## config.mk

```make
export PLATFORM = sky130hd
export DESIGN_NAME = escaped_string_decoder_core_flat
export DESIGN_NICKNAME = d
export VERILOG_FILES = /design/src/hw/rtl/escd_pkg.sv /design/src/hw/rtl/escd_in_if.sv /design/src/hw/rtl/escd_out_if.sv /design/src/hw/rtl/escaped_string_decoder_core.sv /design/src/hw/rtl/escd_front.sv /design/src/hw/rtl/escd_fifo.sv /design/src/hw/rtl/escd_back.sv /design/src/flat_wrapper.sv
export VERILOG_INCLUDE_DIRS = /design/src /design/src/hw/rtl
export SDC_FILE = /design/constraint.sdc
export NUM_CORES = 1
export LEC_CHECK = 0
export ABC_AREA = 1
export BUFFER_PORTS_ARGS = -buffer_cell sky130_fd_sc_hd__buf_2
export CORE_MARGIN = 2
export CORE_UTILIZATION = 60
export CTS_BUF_LIST = sky130_fd_sc_hd__clkbuf_4 sky130_fd_sc_hd__clkbuf_8 sky130_fd_sc_hd__clkbuf_16
export DETAILED_ROUTE_END_ITERATION = 10
export HOLD_SLACK_MARGIN = 0.03
export PLACE_DENSITY = 0.88
export RECOVER_POWER = 100
export SLEW_MARGIN = 20
export SYNTH_ARGS = -nofsm -noshare
export SYNTH_HDL_FRONTEND = slang
export SYNTH_SLANG_ARGS = --single-unit
export TNS_END_PERCENT = 5
```

## constraint.sdc

```tcl
create_clock -name clk -period 3.15 [get_ports clk]
set_input_delay 0.945 -clock clk [delete_from_list [all_inputs] [get_ports clk]]
set_output_delay 0.945 -clock clk [all_outputs]
set_load 0.01 [all_outputs]
```

## src/hw/rtl/assert_macros.svh

```systemverilog
// Assertion macros shared by the string decoder modules.
`ifndef ASSERT_MACROS_SVH
`define ASSERT_MACROS_SVH

// Check a property on every clock edge outside reset.
`define ESCD_ASSERT(lbl, prop, msg) \
	lbl: assert property (@(posedge clk) disable iff (!arst_n) (prop)) else $error(msg);

// Check that a condition is followed by another in the next cycle.
`define ESCD_ASSERT_NEXT(lbl, pre, post, msg) \
	lbl: assert property (@(posedge clk) disable iff (!arst_n) (pre) |=> (post)) else $error(msg);

`endif

```

## src/hw/rtl/escd_pkg.sv

```systemverilog
// Types and constants of the escaped string decoder.
package escd_pkg;

	typedef enum logic [2:0] {
		PH_IDLE = 3'd0,
		PH_STR  = 3'd1,
		PH_ESC  = 3'd2,
		PH_HEXF = 3'd3,
		PH_HEX  = 3'd4,
		PH_OCT  = 3'd5
	} phase_t;

	typedef enum logic [1:0] {
		K_BYTE      = 2'd0,
		K_CLOSED    = 2'd1,
		K_UNMATCHED = 2'd2,
		K_NULLERR   = 2'd3
	} kind_t;

	typedef struct packed {
		logic [7:0] val;
		kind_t      kind;
	} res_t;

	typedef struct packed {
		res_t r0;
		res_t r1;
		logic two;
	} entry_t;

	localparam int FIFO_DEPTH = 2;

	localparam logic [7:0] CH_NUL   = 8'h00;
	localparam logic [7:0] CH_DQUOT = 8'h22;
	localparam logic [7:0] CH_BSL   = 8'h5C;
	localparam logic [7:0] CH_N     = 8'h6E;
	localparam logic [7:0] CH_T     = 8'h74;
	localparam logic [7:0] CH_V     = 8'h76;
	localparam logic [7:0] CH_B     = 8'h62;
	localparam logic [7:0] CH_R     = 8'h72;
	localparam logic [7:0] CH_F     = 8'h66;
	localparam logic [7:0] CH_A     = 8'h61;
	localparam logic [7:0] CH_X     = 8'h78;
	localparam logic [7:0] CH_0     = 8'h30;
	localparam logic [7:0] CH_7     = 8'h37;
	localparam logic [7:0] CH_9     = 8'h39;
	localparam logic [7:0] CH_LA    = 8'h61;
	localparam logic [7:0] CH_LF    = 8'h66;
	localparam logic [7:0] CH_UA    = 8'h41;
	localparam logic [7:0] CH_UF    = 8'h46;

	localparam logic [7:0] BY_NL  = 8'd10;
	localparam logic [7:0] BY_TAB = 8'd9;
	localparam logic [7:0] BY_VT  = 8'd11;
	localparam logic [7:0] BY_BS  = 8'd8;
	localparam logic [7:0] BY_CR  = 8'd13;
	localparam logic [7:0] BY_FF  = 8'd12;
	localparam logic [7:0] BY_BEL = 8'd7;

endpackage

```

## src/hw/rtl/escd_in_if.sv

```systemverilog
// Character input channel of the escaped string decoder.
interface escd_in_if;
	logic       valid;
	logic       ready;
	logic [7:0] in_char;
	logic       start_req;

	modport source (output valid, output in_char, output start_req, input ready);
	modport sink (input valid, input in_char, input start_req, output ready);
endinterface

```

## src/hw/rtl/escd_out_if.sv

```systemverilog
// Result output channel of the escaped string decoder.
interface escd_out_if;
	logic       valid;
	logic       ready;
	logic [7:0] out_byte;
	logic [1:0] kind;
	logic       last;

	modport source (output valid, output out_byte, output kind, output last, input ready);
	modport sink (input valid, input out_byte, input kind, input last, output ready);
endinterface

```

## src/hw/rtl/escaped_string_decoder_core.sv

```systemverilog
// Top level of the escaped string decoder.
// Decodes a quoted string with C-style escapes, one character per beat on chr.
// A beat with start_req set carries the opening quote and begins a new string.
// Each character beat gives zero, one or two result beats on res; last marks
// the final result of that character. kind: 0 byte, 1 closed, 2 unmatched
// quote, 3 null character error. Characters outside a string give nothing.
// A result is registered in the queue when its character beat is accepted.
// Throughput: one character per cycle while chr.ready is high; a character
// that ends a number escape and also gives its own result takes two output
// beats. The rate is set by the escape state machine in the front end and by
// the one-beat-per-cycle output stage.
// A two-entry queue sits between the front end and the output stage, so chr
// stays ready while a result waits on res. When res stalls the queue fills
// and chr.ready drops after two pending entries; nothing is lost.
// Reset clears the state machine to idle and empties the queue.
module escaped_string_decoder_core (
	input  logic       clk,
	input  logic       arst_n,
	escd_in_if.sink    chr,
	escd_out_if.source res
);
	import escd_pkg::*;

	entry_t push_data;
	entry_t head;
	logic   push;
	logic   pop;
	logic   empty;
	logic   full;

	escd_front u_front (
		.clk       (clk),
		.arst_n    (arst_n),
		.chr       (chr),
		.full      (full),
		.push      (push),
		.push_data (push_data)
	);

	escd_fifo u_fifo (
		.clk       (clk),
		.arst_n    (arst_n),
		.push      (push),
		.push_data (push_data),
		.pop       (pop),
		.head      (head),
		.empty     (empty),
		.full      (full)
	);

	escd_back u_back (
		.clk    (clk),
		.arst_n (arst_n),
		.head   (head),
		.empty  (empty),
		.pop    (pop),
		.res    (res)
	);

endmodule

```

## src/hw/rtl/escd_front.sv

```systemverilog
// Front end: accepts characters, runs the escape state machine, builds result entries.
module escd_front (
	input  logic            clk,
	input  logic            arst_n,
	escd_in_if.sink         chr,
	input  logic            full,
	output logic            push,
	output escd_pkg::entry_t push_data
);
	import escd_pkg::*;

	`include "assert_macros.svh"

	typedef struct packed {
		logic   emit;
		res_t   res;
		phase_t ph;
	} sc_t;

	phase_t     ph_q, ph_d;
	logic [7:0] num_q, num_d;
	logic       nz_q, nz_d;
	logic [7:0] c;
	logic       acc;
	logic [3:0] hd;
	logic       hex_ok;
	logic       oct_ok;
	sc_t        sc_w;
	res_t       r0, r1;
	logic [1:0] cnt;

	function automatic res_t mk(kind_t k, logic [7:0] v);
		res_t r;
		r.kind = k;
		r.val  = (k == K_BYTE) ? v : 8'd0;
		return r;
	endfunction

	function automatic sc_t str_char(logic [7:0] ch);
		sc_t s;
		s.emit = 1'b1;
		s.ph   = PH_STR;
		s.res  = mk(K_BYTE, ch);
		if (ch == CH_NUL) begin
			s.ph  = PH_IDLE;
			s.res = mk(K_UNMATCHED, 8'd0);
		end else if (ch == CH_DQUOT) begin
			s.ph  = PH_IDLE;
			s.res = mk(K_CLOSED, 8'd0);
		end else if (ch == CH_BSL) begin
			s.ph   = PH_ESC;
			s.emit = 1'b0;
		end
		return s;
	endfunction

	assign c      = chr.in_char;
	assign chr.ready = !full;
	assign acc    = chr.valid && chr.ready;
	assign sc_w   = str_char(c);
	assign oct_ok = (c >= CH_0) && (c <= CH_7);

	always_comb begin
		hex_ok = 1'b1;
		hd     = 4'd0;
		if (c >= CH_0 && c <= CH_9) begin
			hd = c[3:0];
		end else if (c >= CH_LA && c <= CH_LF) begin
			hd = 4'(c - CH_LA + 8'd10);
		end else if (c >= CH_UA && c <= CH_UF) begin
			hd = 4'(c - CH_UA + 8'd10);
		end else begin
			hex_ok = 1'b0;
		end
	end

	always_comb begin
		ph_d  = ph_q;
		num_d = num_q;
		nz_d  = nz_q;
		if (chr.start_req) begin
			ph_d  = PH_STR;
			num_d = 8'd0;
			nz_d  = 1'b0;
		end else begin
			unique case (ph_q)
				PH_STR: begin
					ph_d = sc_w.ph;
				end
				PH_ESC: begin
					ph_d = PH_STR;
					if (c == CH_NUL) begin
						ph_d = PH_IDLE;
					end else if (c == CH_X) begin
						ph_d  = PH_HEXF;
						num_d = 8'd0;
						nz_d  = 1'b0;
					end else if (oct_ok) begin
						ph_d  = PH_OCT;
						num_d = {5'd0, c[2:0]};
						nz_d  = (c != CH_0);
					end
				end
				PH_HEXF, PH_HEX: begin
					if (hex_ok) begin
						ph_d  = PH_HEX;
						num_d = {num_q[3:0], hd};
						nz_d  = nz_q || (hd != 4'd0);
					end else if (ph_q == PH_HEXF || !nz_q) begin
						ph_d = PH_IDLE;
					end else begin
						ph_d = sc_w.ph;
					end
				end
				PH_OCT: begin
					if (oct_ok) begin
						num_d = {num_q[4:0], c[2:0]};
						nz_d  = nz_q || (c != CH_0);
					end else if (!nz_q) begin
						ph_d = PH_IDLE;
					end else begin
						ph_d = sc_w.ph;
					end
				end
				default: begin
					ph_d = PH_IDLE;
				end
			endcase
		end
	end

	always_comb begin
		r0  = mk(K_BYTE, 8'd0);
		r1  = mk(K_BYTE, 8'd0);
		cnt = 2'd0;
		if (chr.start_req) begin
			r0  = mk(K_BYTE, c);
			cnt = 2'd1;
		end else begin
			unique case (ph_q)
				PH_STR: begin
					r0  = sc_w.res;
					cnt = sc_w.emit ? 2'd1 : 2'd0;
				end
				PH_ESC: begin
					cnt = 2'd1;
					unique case (c) inside
						CH_NUL:      r0 = mk(K_NULLERR, 8'd0);
						CH_N:        r0 = mk(K_BYTE, BY_NL);
						CH_T:        r0 = mk(K_BYTE, BY_TAB);
						CH_V:        r0 = mk(K_BYTE, BY_VT);
						CH_B:        r0 = mk(K_BYTE, BY_BS);
						CH_R:        r0 = mk(K_BYTE, BY_CR);
						CH_F:        r0 = mk(K_BYTE, BY_FF);
						CH_A:        r0 = mk(K_BYTE, BY_BEL);
						CH_X:        cnt = 2'd0;
						[CH_0:CH_7]: cnt = 2'd0;
						default:     r0 = mk(K_BYTE, c);
					endcase
				end
				PH_HEXF, PH_HEX, PH_OCT: begin
					if ((ph_q == PH_OCT) ? oct_ok : hex_ok) begin
						cnt = 2'd0;
					end else if (ph_q == PH_HEXF || !nz_q) begin
						r0  = mk(K_NULLERR, 8'd0);
						cnt = 2'd1;
					end else begin
						r0  = mk(K_BYTE, num_q);
						r1  = sc_w.res;
						cnt = sc_w.emit ? 2'd2 : 2'd1;
					end
				end
				default: begin
					cnt = 2'd0;
				end
			endcase
		end
	end

	assign push          = acc && (cnt != 2'd0);
	assign push_data.r0  = r0;
	assign push_data.r1  = r1;
	assign push_data.two = (cnt == 2'd2);

	always_ff @(posedge clk or negedge arst_n) begin
		if (!arst_n) begin
			ph_q  <= PH_IDLE;
			num_q <= 8'd0;
			nz_q  <= 1'b0;
		end else if (acc) begin
			ph_q  <= ph_d;
			num_q <= num_d;
			nz_q  <= nz_d;
		end
	end

	`ESCD_ASSERT(a_hexf_clear, (ph_q == PH_HEXF) |-> (!nz_q && num_q == 8'd0), "hex start not clear")

endmodule

```

## src/hw/rtl/escd_fifo.sv

```systemverilog
// Short result queue between the front end and the output stage.
module escd_fifo (
	input  logic             clk,
	input  logic             arst_n,
	input  logic             push,
	input  escd_pkg::entry_t push_data,
	input  logic             pop,
	output escd_pkg::entry_t head,
	output logic             empty,
	output logic             full
);
	import escd_pkg::*;

	`include "assert_macros.svh"

	localparam int PTR_W = (FIFO_DEPTH > 1) ? $clog2(FIFO_DEPTH) : 1;
	localparam int CNT_W = $clog2(FIFO_DEPTH + 1);

	entry_t             mem_q [FIFO_DEPTH];
	logic [PTR_W-1:0]   wr_q, rd_q;
	logic [CNT_W-1:0]   cnt_q;

	assign empty = (cnt_q == '0);
	assign full  = (cnt_q == CNT_W'(FIFO_DEPTH));
	assign head  = mem_q[rd_q];

	always_ff @(posedge clk) begin
		if (push) begin
			mem_q[wr_q] <= push_data;
		end
	end

	always_ff @(posedge clk or negedge arst_n) begin
		if (!arst_n) begin
			wr_q  <= '0;
			rd_q  <= '0;
			cnt_q <= '0;
		end else begin
			if (push) begin
				wr_q <= (wr_q == PTR_W'(FIFO_DEPTH - 1)) ? '0 : wr_q + 1'b1;
			end
			if (pop) begin
				rd_q <= (rd_q == PTR_W'(FIFO_DEPTH - 1)) ? '0 : rd_q + 1'b1;
			end
			if (push && !pop) begin
				cnt_q <= cnt_q + 1'b1;
			end else if (pop && !push) begin
				cnt_q <= cnt_q - 1'b1;
			end
		end
	end

	`ESCD_ASSERT(a_no_overflow, push |-> !full, "push into full queue")
	`ESCD_ASSERT(a_no_underflow, pop |-> !empty, "pop from empty queue")

endmodule

```

## src/hw/rtl/escd_back.sv

```systemverilog
// Output stage: sends one or two results of each queue entry as beats.
module escd_back (
	input  logic             clk,
	input  logic             arst_n,
	input  escd_pkg::entry_t head,
	input  logic             empty,
	output logic             pop,
	escd_out_if.source       res
);
	import escd_pkg::*;

	`include "assert_macros.svh"

	logic sel_q;
	res_t cur;
	logic beat;
	logic lst;

	assign cur          = sel_q ? head.r1 : head.r0;
	assign lst          = !head.two || sel_q;
	assign res.valid    = !empty;
	assign res.out_byte = cur.val;
	assign res.kind     = cur.kind;
	assign res.last     = lst;
	assign beat         = res.valid && res.ready;
	assign pop          = beat && lst;

	always_ff @(posedge clk or negedge arst_n) begin
		if (!arst_n) begin
			sel_q <= 1'b0;
		end else if (beat) begin
			sel_q <= !lst;
		end
	end

	`ESCD_ASSERT(a_sel_pair, sel_q |-> (!empty && head.two), "second slot without pair")
	`ESCD_ASSERT_NEXT(a_pair_adv, (beat && !lst), sel_q, "pair did not advance")

endmodule

```

## src/flat_wrapper.sv

```systemverilog
// flat-port wrapper written by rule: the top's interface ports become plain ports
module escaped_string_decoder_core_flat import escd_pkg::*;
  (clk, arst_n, chr_valid, chr_in_char, chr_start_req, chr_ready, res_valid, res_out_byte, res_kind, res_last, res_ready);
  escd_in_if chr_i ();
  escd_out_if res_i ();
  input  logic clk;
  input  logic arst_n;
  input wire logic [$bits(chr_i.valid)-1:0] chr_valid;
  input wire logic [$bits(chr_i.in_char)-1:0] chr_in_char;
  input wire logic [$bits(chr_i.start_req)-1:0] chr_start_req;
  output wire logic [$bits(chr_i.ready)-1:0] chr_ready;
  output wire logic [$bits(res_i.valid)-1:0] res_valid;
  output wire logic [$bits(res_i.out_byte)-1:0] res_out_byte;
  output wire logic [$bits(res_i.kind)-1:0] res_kind;
  output wire logic [$bits(res_i.last)-1:0] res_last;
  input wire logic [$bits(res_i.ready)-1:0] res_ready;
  assign chr_i.valid = chr_valid;
  assign chr_i.in_char = chr_in_char;
  assign chr_i.start_req = chr_start_req;
  assign chr_ready = chr_i.ready;
  assign res_valid = res_i.valid;
  assign res_out_byte = res_i.out_byte;
  assign res_kind = res_i.kind;
  assign res_last = res_i.last;
  assign res_i.ready = res_ready;
  escaped_string_decoder_core u_core (.clk(clk), .arst_n(arst_n), .chr(chr_i), .res(res_i));
endmodule
```

Yosys cells after proc, flatten, opt, wreduce, memory -nomap -nowiden
Memory sizes are Yosys's and may differ from the RTL's.
Index checks and enable logic that the tools add are counted.
{ "classes": {"n_eq_ne": 23, "n_lt_le_gt_ge": 7, "muxes": 60, "reduce_logical": 32, "add_sub_neg": 8} }
{ "op_table": {"columns": ["operator", "n"], "rows": [
  ["two-way mux 10 bit", 9],
  ["one-hot mux 10 bit (9 select lines)", 1],
  ["== test 8 x 7 -> 1 bit, second input constant", 9],
  ["two-way mux 8 bit", 6],
  ["one-hot mux 10 bit (3 select lines)", 1],
  ["two-way mux 3 bit", 9],
  ["one-hot mux 8 bit (3 select lines)", 1],
  ["two-way mux 1 bit", 19],
  [">= comparator 8 x 7 -> 1 bit, second input constant", 2],
  ["less-or-equal comparator 8 x 6 -> 1 bit, second input constant", 2],
  ["less-or-equal comparator 8 x 7 -> 1 bit, second input constant", 2],
  ["two-way mux 2 bit", 7],
  ["two-way mux 13 bit", 1],
  ["two-way mux 4 bit", 3],
  ["inequality test 3 bit, second input constant", 4],
  ["one-hot mux 3 bit (4 select lines)", 1],
  ["logical AND 1 bit", 10],
  ["adder 4 bit, second input constant", 2],
  ["== test 8 x 6 -> 1 bit, second input constant", 1],
  [">= comparator 8 x 6 -> 1 bit, second input constant", 1],
  ["zero test 8 bit", 1],
  ["inequality test 8 x 6 -> 1 bit, second input constant", 1],
  ["nonzero test 4 bit", 2],
  ["subtractor 4 x 1 -> 4 bit, second input constant", 2],
  ["18 further kinds", 33]
]} }
{ "totals": {"ff_bits": 17, "output_inout_bits": 13, "ram_bits": 42, "memories": 1} }
{ "memory_table": {"columns": ["memory", "words", "word_bits", "rd", "rd_ports_with_merged_regs", "wr", "line", "rtl"], "rows": [
  ["u_core.u_fifo.mem_q", 2, 21, 1, 0, 1, "escd_fifo.sv:19", "entry_t mem_q [FIFO_DEPTH];"]
]} }

Longest topological paths before layout
Gate-level depths: netlist of the first run.
{ "logic_depth": {"ltp_word": 15, "depth_mapped": 17} }

Hierarchy
Synthesis of the first run repeated with hierarchy kept, for this count alone.
{ "unflattened": {"cells_unflattened": 453, "area_unflattened_um2": 3733.6} }
{ "modules_own_cells": {"columns": ["module", "cells_each", "area_per_inst_um2", "instances"], "rows": [
  ["escd_front", 319, 1813.0, 1],
  ["escd_fifo", 90, 1726.7, 1],
  ["escd_back", 44, 193.9, 1]
]} }

Worst setup path before layout of the first run
Ideal clock, no wire load.
{ "synth_path": {"path_type": "input port to flip-flop", "start": "input port chr_in_char[1]", "end": "memory u_core.u_fifo.mem_q[1][0] in the netlist's numbering, enable pin", "setup_time_ps": 399, "setup_slack_ps": -384, "arrival_time_ps": 3135, "cell_stages": 11, "cell_sequence": "inv_1 > ha_1 > inv_1 > a21oi_1 > o21ai_1 > nand3_2 > nand2_2 > nand3_1 > nor2_1 > o21bai_1 > nor2_1"} }
{ "synth_between": {"elab_chain_len": 13, "elab_cells_between_ends": 34, "classes_between": "7 x order compare; 3 x eq/ne; 16 x mux; 8 x reduce/logical"} }
{ "synth_lines": {"columns": ["element", "line", "rtl"], "rows": [
  ["start: declaration", "flat_wrapper.sv:9", "input wire logic [$bits(chr_i.in_char)-1:0] chr_in_char;"],
  [">= comparator 8 x 7 -> 1 bit (tied with other cells)", "escd_front.sv:70", "end else if (c >= CH_UA && c <= CH_UF) begin"],
  ["logical AND 1 bit or two-way mux 1 bit (tied branches)", "escd_front.sv:70, escd_front.sv:50", null],
  ["two-way mux 1 bit (on tied branches)", "escd_front.sv:70, escd_front.sv:47", null],
  ["two-way mux 1 bit (on tied branches)", "escd_front.sv:68, escd_front.sv:44", null],
  ["two-way mux 1 bit or two-way mux 2 bit (tied branches)", "escd_front.sv:66, escd_front.sv:170", null],
  ["two-way mux 1 bit or two-way mux 2 bit (tied branches)", "escd_front.sv:162, escd_front.sv:164", null],
  ["two-way mux 2 bit", "escd_front.sv:162", "if ((ph_q == PH_OCT) ? oct_ok : hex_ok) begin"],
  ["one-hot mux 2 bit (3 select lines) *", "escd_front.sv:140", "unique case (ph_q)"],
  ["two-way mux 2 bit *", "escd_front.sv:136", "if (chr.start_req) begin"],
  ["nonzero test 2 bit *", "escd_front.sv:180", "assign push = acc && (cnt != 2'd0);"],
  ["logical AND 1 bit *", "escd_front.sv:180", null],
  ["two-way mux 1 bit *", "escd_fifo.sv:28", "if (push) begin"],
  ["two-way mux 1 bit (not written as such) *", "escd_fifo.sv:29", "mem_q[wr_q] <= push_data;"],
  ["end: declaration", "escd_fifo.sv:19", null]
]} }
Every way passes the cells marked *; elsewhere a longest branch is shown, timed or not.

Worst setup path after layout of the first run
{ "layout_path": {"start": "input port chr_in_char[1]", "end": "memory u_core.u_fifo.mem_q[0][5] in the netlist's numbering, enable pin"} }
The elaborated chain is that of the path after synthesis.

==> results of run 1 <==
-- power by group through the flow --
stage / clock, W / sequential [W] / combinational, W
6_report: 0.000673 / 0.00113 / 0.000912
5_1_grt: 0.000703 / 0.00114 / 0.00101
4_1_cts: 0.000671 / 0.00112 / 0.000968
3_5_place_dp: 0 / 0.00113 / 0.000963
3_3_place_gp: 0 / 0.00112 / 0.000908
2_1_floorplan: 0 / 0.00110 / 0.000613
-- registers in the layout (all words and copies together), names as in the netlist --
signal	count
u_core.u_fifo.wr_q	1
u_core.u_front.nz_q	1
u_core.u_fifo.rd_q	1
u_core.u_front.ph_q	3
u_core.u_fifo.mem_q	42
u_core.u_fifo.cnt_q	2
u_core.u_front.num_q	8
u_core.u_back.sel_q	1
-- placed cells by master, fill, tap and decap left out, types with 3 or more instances in the layout --
cell type    n
o21ai_1      7
nor2_1      62
inv_2        6
clkinv_2     3
nand4_1     12
ha_1         5
buf_4       28
nand2_1    119
a21oi_1     10
o211ai_1     4
edfxtp_1    42
clkbuf_1    20
buf_2       10
o22ai_1     12
inv_1       35
o21ai_0     36
nand3_1     25
nor2_2       3
clkbuf_8     9
dfrtp_1     17
nor3_1       9
clkbuf_4     3
nand2_2      4
a22oi_1      4
-- worst max-delay path, delay by kind of cell --
family          cells  cell delay, ps
simple gates        8             830
buf+inv             4             720
fa+ha+maj           1             240
compound gates      1             130
-- metrics by stage --
| step | hold WS (ps) | setup TNS (ps) |
|---|---|---|
| 6_report | 494 | 0 |
| 5_1_grt | 501 | 0 |
| 4_1_cts | 493 | 0 |
| 3_5_place_dp | 477 | -29.8 |
| 3_3_place_gp | 455 | 0 |
| 2_1_floorplan | 442 | 0 |
-- layout make-up --
cell class	count	area [um2]	area share [%]
Clock inverter	7	68.8	1.68
Sequential cell	59	1690	41.2
Multi-Input combinational cell	331	1590	38.7
Tap cell	72	90.1	2.20
Timing Repair Buffer	63	383	9.35
Inverter	42	158	3.85
Clock buffer	9	124	3.02
-- logic make-up (layout without fill, tap and decap cells) --
group | Yosys count | in the layout | synth area share (%)
adder cells (fa/ha/maj) | 5 | 5 | 1.78
flip-flops | 59 | 59 | 48.1
XOR/XNOR | 3 | 3 | 0.749
AO/OA/AOI/OAI | 80 | 80 | 12.9
buffers and inverters | 57 | 121 | 6.60
AND/OR/NAND/NOR | 243 | 243 | 29.9
-- routing by layer --
metal | vias to the layer above | track usage (%)
met3 | 45 | 5.84
met1 | 1593 | 41.4
met5 | - | 0
li1 | 1631 | -
met2 | 229 | 54.3
met4 | 0 | 13.4
-- worst max path at each step --
| stage | endpoint | slack (ps) | cells after the start |
|---|---|---|---|
| floorplan | u_core.u_fifo.cnt_q[1] | 10 | 15 |
| global placement | u_core.u_fifo.cnt_q[1] | 60 | 16 |
| detailed placement | u_core.u_fifo.cnt_q[1] | -30 | 16 |
| CTS | u_core.u_fifo.cnt_q[1] | 330 | 16 |
| global route | u_core.u_fifo.cnt_q[1] | 80 | 16 |
| finish | u_core.u_fifo.mem_q[0][5] | 250 | 14 |
==> results.md, run 1 <==
* Run status: complete, no violations
* CTS buffer count at 9
* Synthesized area at 3510 um2
* Clock sinks at 59
* Most frequent cell after synthesis: nand2_1
* Combinational power share at 33.7%
* Fin. Hold Viols at 0
* Switching Share at 37.5%
* Period utilisation layout at 92.1%
* Met1 WL at 3.58 mm
* Clk Tree Root Cell: clkbuf_8
* Critical Path Source Type: input port
* Hold_sp: u_core.u_fifo.wr_q
* Layout cells sized above 1 at 15.3%
* Main area contributors after synthesis: edfxtp_1 36%, nand2_1 13%, dfrtp_1 12%
* Routed Antenna Nets at 0
* Power Internal at 0.00169 W
* Die Ht at 80.5 um
* Synth top area share at 35.9%
* Post-CTS setup buffers at 0
* FFs w/ async S/R, synth at 28.8%
* DR iter-0 viols at 450
* H-Tree Depth at 3
* Maxcap violations at 0
* FP Rows at 27
* #FFs+latches synth at 59
* Clock share of power at 24.8%
* Yosys top cell by area: edfxtp_1
* Slew Limit Fails at 0
* IO buf count at 25
* IO Count at 26
* First-pass GRT wire length at 15.5 mm
* Routed WL per cell at 16.6 um
* Crit-path most repeated cell: nand2_1
* Routability congestion estimate at 0.996
* Finished Cell Area at 4100 um2
* DR vias/cell at 6.00
* Most frequent cells after synthesis: 117 x nand2_1, 63 x nor2_1, 42 x edfxtp_1, 34 x inv_1, 30 x o21ai_0
* Top FF cell, synth: edfxtp_1
* WL met3 at 1.04 mm
* Peak supply drop at 0.461 mV
* TritonCTS clock tree: done
* Worst Path Arrival at 2880 ps
* Crit. Startpoint: chr_in_char[1]
* Worst-path fanout max at 21
* Worst-path clk slew at 70 ps
* Hold Path Depth at 2
* Drt pass-1 iters at 7
* CTS max path bufs at 2
* Area Overhead vs Synth at 16.8%
* Core area at 5570 um2
* PnR Total Power at 0.00271 W
* Largest net degree at the start of global routing at 23
* Dpl ws at -29.8 ps
* Leakage power total at 1.83 nW
* DR DRC count at 0
* Nets at 524
* Fill count at 419
* Hold-fix buffers, CTS at 0
* Kind of critical path: input port to flop
* Worst R2R End: u_core.u_fifo.mem_q[0][5]
* Die W at 80.5 um
* Total track usage at 32.3%
* Die area at 6470 um2
* Met2 wire len at 4.73 mm
* Cells after Synth at 447
* Synth cell types at 36
* Worst-Skew Late Latency at 350 ps
* CP max-delay cell: clkbuf_2
* Sequential power share at 41.5%
* Reg2Reg Launch Point: u_core.u_front.ph_q[0]
* Reg2reg setup slack at 450 ps
* Total Wirelength at 9.70 mm
* Initial antenna violation count at 0
* Finished Layout Cells at 583
* Sequential share of the synthesized area at 48.1%
* Post-DP HPWL at 7.02 mm
* Post-CTS resize count at 0
* Initial Util at 62.9%
* Crit end category: flop
* CP peak stage delay at 450 ps
* RSZ-0062 raised after global routing: no
* Synthesized area per cell at 7.85 um2
* Final min period at 2900 ps
* Hold WC Path Type: flop to flop
* WHS Endpoint: u_core.u_fifo.wr_q
* Grt total ovfl at 0
* R2R depth at 9
* Synthesized Nets at 465
* Top layer reached by signal wires: met4
* CP cell instances: clkbuf_1 -> inv_1 -> ha_1 -> nand2_1 -> o21ai_1 -> nand2_1 -> nand2_2 -> nand3_2 -> nand2_1 -> nand3_1 -> nand4_1 -> nand3_1 -> inv_1 -> clkbuf_2
* Synth warnings at 0
* FMAX at 345 MHz
* Worst slew pin tran at 906 ps
* EDFF count, synth at 42
* Placed cell count at 567
* Worst rel slew slack at 39.6%
* PwrDens at 662 nW/um2
* DP Area at 3970 um2
* Post-Route Skew at 14.7 ps
* Final core occ at 73.5%
* PnR worst setup slack at 250 ps
* Switching power at 0.00102 W
* CP Data Required Time at 3130 ps
* Finish-stage setup viols at 0
* DR vias at 3,498
* Vias in the first global route at 3,266
* Number of inserted diodes at 0
Power figures use the tool's default switching activity.
==> inputs of run 2 (changes only) <==
--- a/config.mk
+++ b/config.mk
@@ -13,7 +13,7 @@
 export CTS_BUF_LIST = sky130_fd_sc_hd__clkbuf_4 sky130_fd_sc_hd__clkbuf_8 sky130_fd_sc_hd__clkbuf_16
 export DETAILED_ROUTE_END_ITERATION = 10
 export HOLD_SLACK_MARGIN = 0.03
-export PLACE_DENSITY = 0.88
+export PLACE_DENSITY = 0.8
 export RECOVER_POWER = 100
 export SLEW_MARGIN = 20
 export SYNTH_ARGS = -nofsm -noshare
==> run 2 against run 1 <==
Sequential cell count is the same; combinational power shrank 1%; sequential share of layout area decreased by 0.32 points; cell area rose by 0.79%; non-clock buffer count up 3; fmax rose by 0.17%; count of clock-buffer cells in the layout rose by 2; largest power group unchanged.
==> results.md, run 2 (synthesized netlist as in run 1, its figures left out) <==
* Hold-fix buffers, CTS at 0 (unchanged)
* Worst-path clk slew at 60 ps (about the same)
* Worst rel slew slack at 38.3% (-1.3 points)
* Most common cell after layout, fill and taps aside: nand2_1
* Grt total ovfl at 0 (unchanged)
* FP Rows at 27 (unchanged)
* Final core occ at 74.1% (+0.58 points)
* Run status: complete, no violations
* Final min period at 2900 ps (-4.96 ps)
* CP Data Required Time at 3220 ps (+90 ps)
* DR vias at 3,373 (-3.6%)
* DR iter-0 viols at 250 (-44%)
* DR vias/cell at 5.76 (-4.1%)
* Crit end category: flop
* Vias in the first global route at 3,142 (-3.8%)
* IO Count at 26 (unchanged)
* DP Area at 3990 um2 (+0.57%)
* Layout cells sized above 1 at 16.0% (+0.69 points)
* Post-Route Skew at 12.4 ps (-2.22 ps)
* Critical Path Source Type: input port
* Die Ht at 80.5 um (unchanged)
* Leakage power total at 1.85 nW (+1.0%)
* Maxcap violations at 0 (unchanged)
* Routed Antenna Nets at 0 (unchanged)
* DR DRC count at 0 (unchanged)
* Flip-flop count of the largest register after layout at 42 (unchanged)
* Clk Tree Root Cell: clkbuf_8
* Worst-path fanout max at 6 (-71%)
* FMAX at 345 MHz (+0.17%)
* Peak supply drop at 0.445 mV (-3.5%)
* Finish-stage setup viols at 0 (unchanged)
* Number of inserted diodes at 0 (unchanged)
* Highest-count cells in the layout ignoring fill and taps: 117 x nand2_1, 62 x nor2_1, 42 x edfxtp_1
* Routed WL per cell at 15.9 um (-4.8%)
* Period utilisation layout at 91.9% (-0.16 points)
* Die area at 6470 um2 (unchanged)
* Largest Register: u_core.u_fifo.mem_q
* PnR Total Power at 0.00270 W (-0.43%)
* TritonCTS clock tree: done
* Kind of critical path: input port to flop
* Post-CTS resize count at 0 (unchanged)
* Fin. Hold Viols at 0 (unchanged)
* Worst slew pin tran at 926 ps (+19.3 ps)
* Initial antenna violation count at 0 (unchanged)
* Nets at 527 (+0.57%)
* Core area at 5570 um2 (unchanged)
* Routability congestion estimate at 0.955 (-4.1%)
* Largest registers: u_core.u_fifo.mem_q: 42 flops, u_core.u_front.num_q: 8 flops, u_core.u_front.ph_q: 3 flops
* Post-CTS setup buffers at 0 (unchanged)
* Hold WC Path Type: flop to flop
* Total Wirelength at 9.29 mm (-4.3%)
* First-pass GRT wire length at 14.7 mm (-5.3%)
* Clock sinks at 59 (unchanged)
* Slew Limit Fails at 0 (unchanged)
* Initial Util at 62.9% (unchanged)
* CTS max path bufs at 2 (unchanged)
* H-Tree Depth at 3 (unchanged)
* Drt pass-1 iters at 5 (-2)
* Worst Path Arrival at 2960 ps (+80 ps)
* IO buf count at 25 (unchanged)
* RSZ-0062 raised after global routing: no
* PwrDens at 654 nW/um2 (-1.2%)
* Largest net degree at the start of global routing at 23 (unchanged)
* CTS buffer count at 9 (unchanged)
* Finished Cell Area at 4130 um2 (+0.79%)
* Post-DP HPWL at 7.03 mm (+0.16%)
* Total track usage at 30.7% (-1.6 points)
* Worst-Skew Late Latency at 330 ps (-20 ps)
* Area Overhead vs Synth at 17.7%
* Die W at 80.5 um (unchanged)
-- run 2: cell types whose count changed in the layout (fill, tap and decap cells not counted), moves of 2 or more --
cell / previous run / this run
buf_4: 28 / 31
nand2_1: 119 / 117
nand2_2: 4 / 6
nor3_2: 2 / 0
o21ai_0: 36 / 40
o21ai_1: 7 / 3
-- run 2: metal layers --
layer  wire length [um]  vias up  track usage, %
met2               4480      165            50.2
li1                   -     1639               -
met4                338        0            15.3
met3                657       28            5.73
met1               3810     1541            39.3
met5                  0        -               0
-- run 2: critical path, cell delays in order --
cell	delay, ps
clkbuf_1	80
inv_1	110
ha_1	280
nand2_1	100
clkbuf_4	140
nor3_1	360
nor2_1	170
nand3_1	270
nand3_1	110
nand3_1	100
nand2_1	50
inv_1	50
nand2_1	40
nand2_1	50
nand2_1	80
-- run 2: worst paths after layout --
check / start / to / slack [ps] / cells after the start
setup / recovery: chr_in_char[1] / u_core.u_fifo.mem_q[1][13] / 250 / 15
hold / removal: u_core.u_fifo.cnt_q[0] / u_core.u_fifo.cnt_q[0] / 480 / 1
setup reg to reg: u_core.u_front.ph_q[0] / u_core.u_fifo.cnt_q[1] / 580 / 15
hold reg to reg: u_core.u_fifo.cnt_q[0] / u_core.u_fifo.cnt_q[0] / 480 / 1
max in group asynchronous: arst_n / u_core.u_back.sel_q / 1860 / 1
min in group asynchronous: arst_n / u_core.u_fifo.wr_q / 720 / 1
-- run 2: power breakdown --
part	switching (W)	leakage, nW	total, W	internal (W)
sequential	0.0000897	0.618	0.00112	0.00103
clock	0.000285	0.103	0.000676	0.000391
combinational	0.000590	1.13	0.000901	0.000311
-- run 2: cell type report --
class	instances	area, um2
sequential	59	1690
fill	443	1450
inverter	42	158
clock inverter	5	52.6
multi-input combinational	331	1590
timing repair buffer	66	409
tap	72	90.1
clock buffer	11	145
-- run 2: per-stage QoR --
stage          TNS, ps  cells  setup slack (ps)  hold WS [ps]
6_report             0    586               255           482
5_1_grt              0    586              27.1           512
4_1_cts              0    586               300           488
3_5_place_dp     -55.7    570             -55.7           474
3_3_place_gp         0    570              15.2           457
2_1_floorplan        0    447              10.3           442
